--- config.mk ---
export PLATFORM = sky130hd
export DESIGN_NAME = ordered_list_insert_delete_core
export DESIGN_NICKNAME = d
export VERILOG_FILES = /design/src/rtl/olid_pkg.sv /design/src/rtl/olid_ctrl.sv /design/src/rtl/olid_dpath.sv /design/src/rtl/ordered_list_insert_delete_core.sv
export SDC_FILE = /design/constraint.sdc
export NUM_CORES = 2
export LEC_CHECK = 0
export ABC_AREA = 1
export BUFFER_PORTS_ARGS = -buffer_cell sky130_fd_sc_hd__buf_4
export CAP_MARGIN = 15
export CORE_ASPECT_RATIO = 1.5
export CORE_MARGIN = 5
export CORE_UTILIZATION = 30
export CTS_CLUSTER_SIZE = 40
export DETAILED_ROUTE_END_ITERATION = 7
export PLACE_DENSITY = 0.51
export SLEW_MARGIN = 15
export SYNTH_ARGS = -nofsm -noshare
export SYNTH_HDL_FRONTEND = slang
export SYNTH_SLANG_ARGS = --single-unit
--- constraint.sdc ---
create_clock -name clock -period 5.9 [get_ports clock]
set_clock_uncertainty 0.2 [all_clocks]
set_input_delay 0.885 -clock clock [delete_from_list [all_inputs] [get_ports clock]]
set_output_delay 0.885 -clock clock [all_outputs]
set_load 0.05 [all_outputs]
--- src/rtl/olid_pkg.sv ---
`default_nettype none
// ----------------------------------------------------------------------------
// olid_pkg - shared types and codes for the ordered list core
// Opcodes, the per-operation route, and the command/status bundles that
// pass between the controller and the datapath.
// ----------------------------------------------------------------------------
package olid_pkg;

   localparam logic [1:0] OP_READ   = 2'd0;
   localparam logic [1:0] OP_INSERT = 2'd1;
   localparam logic [1:0] OP_DELETE = 2'd2;

   localparam int unsigned VAL_W = 32;
   localparam int unsigned POS_W = 7;
   localparam int unsigned LEN_W = 7;
   localparam int unsigned CAP_W = 7;

   localparam logic [CAP_W-1:0] CAP_RESET = 7'd64;

   // what an accepted word turns into once its checks are done
   typedef enum logic [1:0] {
      ROUTE_ERR    = 2'd0,
      ROUTE_READ   = 2'd1,
      ROUTE_INSERT = 2'd2,
      ROUTE_DELETE = 2'd3
   } route_type;

   typedef struct packed {
      logic load;    // take the request word
      logic rd_pos;  // read the store at the request position
      logic fetch;   // capture read data as the result
      logic shift;   // one step of the element move
      logic emit;    // commit the update and load the response register
   } cmd_type;

   typedef struct packed {
      route_type route_now;  // route of the word on the request port
      route_type route_ff;   // route of the word in progress
      logic      shift_done; // no moves left and no write pending
   } stat_type;

endpackage
`default_nettype wire

--- src/rtl/olid_ctrl.sv ---
`default_nettype none
// ----------------------------------------------------------------------------
// olid_ctrl - sequencer for the ordered list core
// Walks each accepted word through those of read, element move and commit
// that its route needs, and owns the handshake of both channels.
// ----------------------------------------------------------------------------
module olid_ctrl (
   input  wire logic              clock,
   input  wire logic              reset,
   input  wire logic              req_valid,
   output logic                   req_ready,
   output logic                   rsp_valid,
   input  wire logic              rsp_ready,
   input  wire olid_pkg::stat_type stat,
   output olid_pkg::cmd_type      cmd
);

   typedef enum logic [4:0] {
      ST_IDLE  = 5'b00001,
      ST_READ  = 5'b00010,
      ST_FETCH = 5'b00100,
      ST_SHIFT = 5'b01000,
      ST_EMIT  = 5'b10000
   } state_type;

   state_type state_ff, state_in;
   logic      rsp_valid_ff, rsp_valid_in;
   logic      out_free;

   assign out_free  = !rsp_valid_ff || rsp_ready;
   assign req_ready = (state_ff == ST_IDLE);
   assign rsp_valid = rsp_valid_ff;

   always_comb begin
      state_in = state_ff;
      cmd      = '0;
      unique case (state_ff)
         ST_IDLE: begin
            if (req_valid) begin
               cmd.load = 1'b1;
               unique case (stat.route_now)
                  olid_pkg::ROUTE_ERR:    state_in = ST_EMIT;
                  olid_pkg::ROUTE_READ:   state_in = ST_READ;
                  olid_pkg::ROUTE_DELETE: state_in = ST_READ;
                  olid_pkg::ROUTE_INSERT: state_in = ST_SHIFT;
                  default:                state_in = ST_EMIT;
               endcase
            end
         end
         ST_READ: begin
            cmd.rd_pos = 1'b1;
            state_in   = ST_FETCH;
         end
         ST_FETCH: begin
            cmd.fetch = 1'b1;
            state_in  = (stat.route_ff == olid_pkg::ROUTE_DELETE) ? ST_SHIFT : ST_EMIT;
         end
         ST_SHIFT: begin
            cmd.shift = 1'b1;
            if (stat.shift_done) begin
               state_in = ST_EMIT;
            end
         end
         ST_EMIT: begin
            if (out_free) begin
               cmd.emit = 1'b1;
               state_in = ST_IDLE;
            end
         end
         default: begin
            state_in = ST_IDLE;
         end
      endcase
   end

   assign rsp_valid_in = cmd.emit ? 1'b1 : (rsp_ready ? 1'b0 : rsp_valid_ff);

   always_ff @(posedge clock) begin
      if (reset) begin
         state_ff     <= ST_IDLE;
         rsp_valid_ff <= 1'b0;
      end else begin
         state_ff     <= state_in;
         rsp_valid_ff <= rsp_valid_in;
      end
   end

endmodule
`default_nettype wire

--- src/rtl/olid_dpath.sv ---
`default_nettype none
// ----------------------------------------------------------------------------
// olid_dpath - element store, count, capacity and response register
// One write and one registered read port on the store; inserts and deletes
// move one element per cycle through that port pair.
// ----------------------------------------------------------------------------
module olid_dpath #(
   parameter int DEPTH = 64
) (
   input  wire logic                                 clock,
   input  wire logic                                 reset,
   input  wire logic [1:0]                           req_opcode,
   input  wire logic signed [olid_pkg::POS_W-1:0]    req_position,
   input  wire logic signed [olid_pkg::VAL_W-1:0]    req_new_value,
   input  wire logic                                 csr_wr_en,
   input  wire logic [olid_pkg::CAP_W-1:0]           csr_wr_data,
   input  wire olid_pkg::cmd_type                    cmd,
   output olid_pkg::stat_type                        stat,
   output logic                                      rsp_status,
   output logic signed [olid_pkg::VAL_W-1:0]         rsp_result_value,
   output logic [olid_pkg::LEN_W-1:0]                rsp_list_length
);

   localparam int AW = $clog2(DEPTH);
   localparam int CW = $clog2(DEPTH + 1);
   localparam int LW = (CW > 7) ? CW : 7;

   logic [olid_pkg::VAL_W-1:0] mem [DEPTH];

   logic [CW-1:0]                cnt_ff, cnt_in, cnt_next;
   logic [olid_pkg::CAP_W-1:0]   cap_ff;
   olid_pkg::route_type          route_ff, route_now;
   logic [AW-1:0]                pos_addr_ff, ins_addr_ff;
   logic [olid_pkg::VAL_W-1:0]   val_ff, result_ff, rd_data_ff;
   logic [CW-1:0]                rem_ff, rem_in;
   logic [AW-1:0]                idx_ff, idx_in, last_ff, last_in;
   logic                         pend_ff, pend_in;

   logic                         rsp_status_ff;
   logic [olid_pkg::VAL_W-1:0]   rsp_result_ff;
   logic [olid_pkg::LEN_W-1:0]   rsp_length_ff;

   // request checks
   logic [LW-1:0] pos_u, cnt_l, cap_l, depth_l, cap_eff_l, mv_l, start_l, ins_l;
   logic          pos_neg, pos_front, pos_in_range, room;

   logic                       mem_re, mem_we, is_up, step_rd;
   logic [AW-1:0]              mem_raddr, mem_waddr;
   logic [olid_pkg::VAL_W-1:0] mem_wdata;
   logic [CW+6:0]              len_wide;

   assign pos_neg      = req_position[olid_pkg::POS_W-1];
   assign pos_front    = (req_position == '1);
   assign pos_u        = LW'(req_position[olid_pkg::POS_W-2:0]);
   assign cnt_l        = LW'(cnt_ff);
   assign cap_l        = LW'(cap_ff);
   assign depth_l      = LW'(DEPTH);
   assign cap_eff_l    = (cap_l > depth_l) ? depth_l : cap_l;
   assign pos_in_range = !pos_neg && (pos_u < cnt_l);
   assign room         = (cnt_l < cap_eff_l);

   always_comb begin
      unique case (req_opcode)
         olid_pkg::OP_READ:
            route_now = pos_in_range ? olid_pkg::ROUTE_READ : olid_pkg::ROUTE_ERR;
         olid_pkg::OP_INSERT:
            route_now = ((pos_in_range || pos_front) && room) ?
                        olid_pkg::ROUTE_INSERT : olid_pkg::ROUTE_ERR;
         olid_pkg::OP_DELETE:
            route_now = pos_in_range ? olid_pkg::ROUTE_DELETE : olid_pkg::ROUTE_ERR;
         default:
            route_now = olid_pkg::ROUTE_ERR;
      endcase
   end

   // elements to move: those after the position
   assign mv_l    = pos_front ? cnt_l : (cnt_l - pos_u - LW'(1));
   assign start_l = (req_opcode == olid_pkg::OP_INSERT) ? (cnt_l - LW'(1)) : (pos_u + LW'(1));
   assign ins_l   = pos_front ? '0 : (pos_u + LW'(1));

   assign stat.route_now  = route_now;
   assign stat.route_ff   = route_ff;
   assign stat.shift_done = (rem_ff == '0) && !pend_ff;

   // insert moves top-down into the next cell, delete bottom-up into the previous
   assign is_up   = (route_ff == olid_pkg::ROUTE_INSERT);
   assign step_rd = cmd.shift && (rem_ff != '0);

   assign mem_re    = cmd.rd_pos || step_rd;
   assign mem_raddr = cmd.rd_pos ? pos_addr_ff : idx_ff;
   assign mem_we    = (cmd.shift && pend_ff) || (cmd.emit && is_up);
   assign mem_waddr = cmd.emit ? ins_addr_ff : (is_up ? (last_ff + AW'(1)) : (last_ff - AW'(1)));
   assign mem_wdata = cmd.emit ? val_ff : rd_data_ff;

   always_ff @(posedge clock) begin
      if (mem_we) begin
         mem[mem_waddr] <= mem_wdata;
      end
      if (mem_re) begin
         rd_data_ff <= mem[mem_raddr];
      end
   end

   always_comb begin
      rem_in  = rem_ff;
      idx_in  = idx_ff;
      last_in = last_ff;
      pend_in = pend_ff;
      if (cmd.load) begin
         rem_in  = mv_l[CW-1:0];
         idx_in  = start_l[AW-1:0];
         pend_in = 1'b0;
      end else if (cmd.shift) begin
         pend_in = step_rd;
         if (step_rd) begin
            rem_in  = rem_ff - CW'(1);
            idx_in  = is_up ? (idx_ff - AW'(1)) : (idx_ff + AW'(1));
            last_in = idx_ff;
         end
      end
   end

   always_comb begin
      unique case (route_ff)
         olid_pkg::ROUTE_INSERT: cnt_next = cnt_ff + CW'(1);
         olid_pkg::ROUTE_DELETE: cnt_next = cnt_ff - CW'(1);
         default:                cnt_next = cnt_ff;
      endcase
   end

   assign cnt_in   = cmd.emit ? cnt_next : cnt_ff;
   assign len_wide = {7'd0, cnt_next};

   always_ff @(posedge clock) begin
      if (reset) begin
         cnt_ff   <= '0;
         cap_ff   <= olid_pkg::CAP_RESET;
         route_ff <= olid_pkg::ROUTE_ERR;
         rem_ff   <= '0;
         pend_ff  <= 1'b0;
      end else begin
         cnt_ff  <= cnt_in;
         rem_ff  <= rem_in;
         pend_ff <= pend_in;
         if (csr_wr_en) begin
            cap_ff <= csr_wr_data;
         end
         if (cmd.load) begin
            route_ff <= route_now;
         end
      end
   end

   always_ff @(posedge clock) begin
      idx_ff  <= idx_in;
      last_ff <= last_in;
      if (cmd.load) begin
         pos_addr_ff <= pos_u[AW-1:0];
         ins_addr_ff <= ins_l[AW-1:0];
         val_ff      <= req_new_value;
         result_ff   <= '0;
      end else if (cmd.fetch) begin
         result_ff <= rd_data_ff;
      end
      if (cmd.emit) begin
         rsp_status_ff <= (route_ff == olid_pkg::ROUTE_ERR);
         rsp_result_ff <= result_ff;
         rsp_length_ff <= len_wide[olid_pkg::LEN_W-1:0];
      end
   end

   assign rsp_status       = rsp_status_ff;
   assign rsp_result_value = rsp_result_ff;
   assign rsp_list_length  = rsp_length_ff;

endmodule
`default_nettype wire

--- src/rtl/ordered_list_insert_delete_core.sv ---
`default_nettype none
// ----------------------------------------------------------------------------
// ordered_list_insert_delete_core - bounded ordered list of 32-bit words
// Read, insert-after and delete on a list held in one store, with a status,
// value and length returned for every request.
// ----------------------------------------------------------------------------
//  port group  dir  handshake            contents
//  req_        in   req_valid/req_ready  opcode, position, new_value
//  rsp_        out  rsp_valid/rsp_ready  status, result_value, list_length
//  csr_        in   csr_wr_en            list_capacity
//
//  One request at a time. Inserts and deletes move the elements after
//  the position one at a time through the store's single read and write
//  port pair.
//  A new request is taken while the previous response still waits on rsp_ready.
//  Synchronous reset empties the list and sets the capacity to 64.
// ----------------------------------------------------------------------------
module ordered_list_insert_delete_core #(
   parameter int DEPTH = 64
) (
   input  wire logic                                 clock,
   input  wire logic                                 reset,
   input  wire logic                                 req_valid,
   output logic                                      req_ready,
   input  wire logic [1:0]                           req_opcode,
   input  wire logic signed [olid_pkg::POS_W-1:0]    req_position,
   input  wire logic signed [olid_pkg::VAL_W-1:0]    req_new_value,
   output logic                                      rsp_valid,
   input  wire logic                                 rsp_ready,
   output logic                                      rsp_status,
   output logic signed [olid_pkg::VAL_W-1:0]         rsp_result_value,
   output logic [olid_pkg::LEN_W-1:0]                rsp_list_length,
   input  wire logic                                 csr_wr_en,
   input  wire logic [olid_pkg::CAP_W-1:0]           csr_wr_data
);

   olid_pkg::cmd_type  cmd;
   olid_pkg::stat_type stat;

   olid_ctrl u_ctrl (
      .clock     (clock),
      .reset     (reset),
      .req_valid (req_valid),
      .req_ready (req_ready),
      .rsp_valid (rsp_valid),
      .rsp_ready (rsp_ready),
      .stat      (stat),
      .cmd       (cmd)
   );

   olid_dpath #(
      .DEPTH (DEPTH)
   ) u_dpath (
      .clock            (clock),
      .reset            (reset),
      .req_opcode       (req_opcode),
      .req_position     (req_position),
      .req_new_value    (req_new_value),
      .csr_wr_en        (csr_wr_en),
      .csr_wr_data      (csr_wr_data),
      .cmd              (cmd),
      .stat             (stat),
      .rsp_status       (rsp_status),
      .rsp_result_value (rsp_result_value),
      .rsp_list_length  (rsp_list_length)
   );

   // busy in the cycle after taking a word
   a_busy_after_accept: assert property (@(posedge clock) disable iff (reset)
      (req_valid && req_ready) |=> !req_ready)
      else $error("request taken while previous word still in progress");

   // the response register is only loaded when it is free or being drained
   a_emit_has_room: assert property (@(posedge clock) disable iff (reset)
      cmd.emit |-> (!rsp_valid || rsp_ready))
      else $error("response overwritten before it was taken");

   // a failed request never returns data
   a_err_zero_value: assert property (@(posedge clock) disable iff (reset)
      (rsp_valid && rsp_status) |-> (rsp_result_value == '0))
      else $error("error response carries a non-zero value");

   // no element move while a new word could be taken
   a_shift_only_busy: assert property (@(posedge clock) disable iff (reset)
      cmd.shift |-> !req_ready)
      else $error("element move outside a request");

endmodule
`default_nettype wire

==> metrics.txt <==
PD cells 354 nW/um2; crit path time final 4460 ps; Setup CP Type reg -> reg; vias in the first global route 63588; r2r endpoint u_dpath.mem[15][26]; Antenna Nets Post-Route 0; post-synth net total ~9400; Core Area 321000 um2; Routed WL 293000 um; Critical Path RT 6220 ps; fillcell total about 32000; Critical Path AT 4780 ps; RSZ-0062 raised after global routing false; relative slew slack 0.243; drt wl/cell 21.2 um; FP Rows 255; first-pass GRT wire length 428000 um; worst r2r src u_dpath.route_ff[1]; router iterations before antenna repair 6; share of cells above drive strength 1 0.0775; initial core utilization 0.301; Residual DRC 0; grt total ovfl 0; fmax about 220 MHz; post-CTS setup buffers 0; Clk pin slew, worst setup/hold paths around 60 ps; chip height 705 um; Post-Syn Instances 9311; max-cap violation count 0; Final Max Tran Viols 0; TNS Setup 0 ps; Period Utilization, post-route 0.756; P_leak ~0.045 uW; Mapped Area 96700 um2; placed cells between 10000 and 15000; Tightest Hold Check Type in -> reg; Unique masters post-synth 47; initial antenna violation count 9; Vias/cell about 4.7; Worst Hold Launch req_position[0]; hold path endpoint u_dpath.pos_addr_ff[0]; Clk Latency, worst-skew pair 910 ps; count of state elements after synthesis 2238; CP Capture Type flip-flop; DR vias 65044; EDFF count, synth 2176; Longest Clk Path Bufs 4; pre-CTS setup slack 1540 ps; Max VDD drop around 250 uV; full die area 334000 um2; crit start category flip-flop; depth of the CTS H-tree 4; Reg2Reg Depth 15; WHS Path Cells 1; clk sinks approximately 2200; largest net degree at the start of global routing 129; hpwl dp 179000 um; total track usage 0.171; slew of the pin with the lowest slew margin around 1100 ps; Worst Slack Setup Final 1440 ps; TritonCTS Buffers about 220; Die X 474 um; CTS tree done; final RePlAce weighted congestion 0.885; Worst R2R Setup Slack 1440 ps; Fin. Hold Viols 0; fin cells around 14000; syn avg cell area between 10 and 15 um2; asr flop ratio synth 0; Port Buffer Count 94; root buffer cell clkbuf_16; Synth-to-Final Area Change 14.7%; DR iter-0 viols 5937; setup violators final 0; # IOs 95; prevailing post-synth register cell edfxtp_1; CP Max Fanout 19; run status complete, no violations; fin nets 9493; sequential area share after synthesis 0.688; synth warn 0
[power breakdown]
part	switching, uW	total, uW	internal, uW
Combinational	5760	7730	1980
Clock	6090	13800	7670
Sequential	79.0	17800	17700
Total	11900	39300	27300
[flip-flops by register name, indices dropped and copies added (netlist names)]
register / count
u_ctrl.rsp_valid: 1
u_ctrl.state_ff: 5
u_dpath.cap_ff: 7
u_dpath.cnt_ff: 7
u_dpath.idx_ff: 6
u_dpath.ins_addr_ff: 6
u_dpath.last_ff: 6
u_dpath.mem: 2048
u_dpath.pend_ff: 1
u_dpath.pos_addr_ff: 6
u_dpath.rd_data_ff: 32
u_dpath.rem_ff: 7
u_dpath.result_ff: 32
u_dpath.route_ff: 2
u_dpath.rsp_list_length: 7
u_dpath.rsp_result_value: 32
u_dpath.rsp_status: 1
u_dpath.val_ff: 32
[cell families after synthesis]
group	synth area share
AND/OR/NAND/NOR	0.207
flip-flops	0.688
buffers and inverters	0.0895
AO/OA/AOI/OAI	0.00835
adder cells (fa/ha/maj)	0.00450
XOR/XNOR	0.00235
[cells in the final DEF (no fill, tap or decap), types with 46 or more instances in the layout]
master	Yosys	routed
buf_12	0	52
buf_4	1	255
clkbuf_1	140	46
clkbuf_16	0	224
clkinv_1	2	55
dfxtp_1	62	62
edfxtp_1	2176	2176
inv_1	1720	1719
nand2_1	2567	2532
nand3_1	1878	1878
nor2_1	182	118
nor2_4	3	68
o21ai_0	80	79
[worst max-delay path: stages, from the launching register on]
cell and delay (ps):
dfxtp_1 510, inv_1 120, nor2_2 130, inv_1 170, ha_1 380, nand3_1 140, nand3_1 110, nand2_1 110
nand2_1 70, a21oi_1 150, xnor2_1 150, nand2_1 290, nand2_2 230, nand3_2 400, nor2_4 620, buf_12 240
[stage by stage]
stage	area [um2]	hold WS (ps)	total power, uW	util
after global routing	111000	50.7	40800	0.345
after global placement	104000	209	25800	0.323
final	111000	84.2	39300	0.345
after floorplan	96700	203	22600	-
after CTS	111000	2.08	39600	0.345
after detailed placement	104000	212	25800	0.323
[what timing repair did]
item	4_1_cts	5_1_grt
gates resized for setup	0	0
hold endpoints to repair	42	0
hold buffers	42	0
[cell usage after synthesis, types with 3 or more instances]
cell	instances	area share
xnor2_1	8	0.00072
o221ai_1	3	0.00027
a211oi_1	5	0.00039
xor2_1	18	0.0016
clkbuf_1	140	0.0054
nand2_1	2567	0.10
nor3_1	6	0.00031
nand3_1	1878	0.097
o211ai_1	6	0.00047
inv_2	7	0.00027
nand3_2	4	0.00041
o21ai_1	5	0.00026
edfxtp_1	2176	0.68
nand2_2	3	0.00019
nand4_1	8	0.00052
nor2_4	3	0.00035
buf_1	34	0.0013
nor2_1	182	0.0071
fa_1	3	0.00062
o21ai_0	80	0.0041
a21oi_1	28	0.0014
buf_2	301	0.016
ha_1	30	0.0039
nand4_2	4	0.00052
o21ai_2	3	0.00027
dfxtp_1	62	0.013
inv_1	1720	0.067
[per-layer routing]
layer	track usage	up-vias	routed length, um
li1	-	30530	-
met1	0.207	31991	115000
met2	0.306	1982	149000
met5	0	-	0
met4	0.0758	0	13900
met3	0.0185	541	14900
[layout make-up]
| cell class | count | area (um2) | share of cell area |
|---|---|---|---|
| antenna | 6 | 15.0 | 0.000135 |
| clock buffer | 273 | 5820 | 0.0524 |
| clock inverter | 124 | 1050 | 0.00943 |
| inverter | 1729 | 6500 | 0.0586 |
| multi-input combinational | 4868 | 22300 | 0.201 |
| sequential | 2238 | 66600 | 0.600 |
| tap | 4240 | 5310 | 0.0478 |
| timing repair buffer | 349 | 3380 | 0.0304 |
[worst max path at each step]
stage                                     end  slack, ps                 from
final                     u_dpath.mem[15][26]       1440  u_dpath.route_ff[1]
after global routing       u_dpath.mem[8][10]       1140  u_dpath.route_ff[1]
after CTS                  u_dpath.mem[8][10]       1510  u_dpath.route_ff[1]
after detailed placement  u_dpath.mem[51][26]       1540            rsp_ready
after global placement    u_dpath.mem[30][28]       1480            rsp_ready
after floorplan            u_dpath.mem[16][0]       1520  u_dpath.route_ff[1]
(Power assumes the default switching activity.)
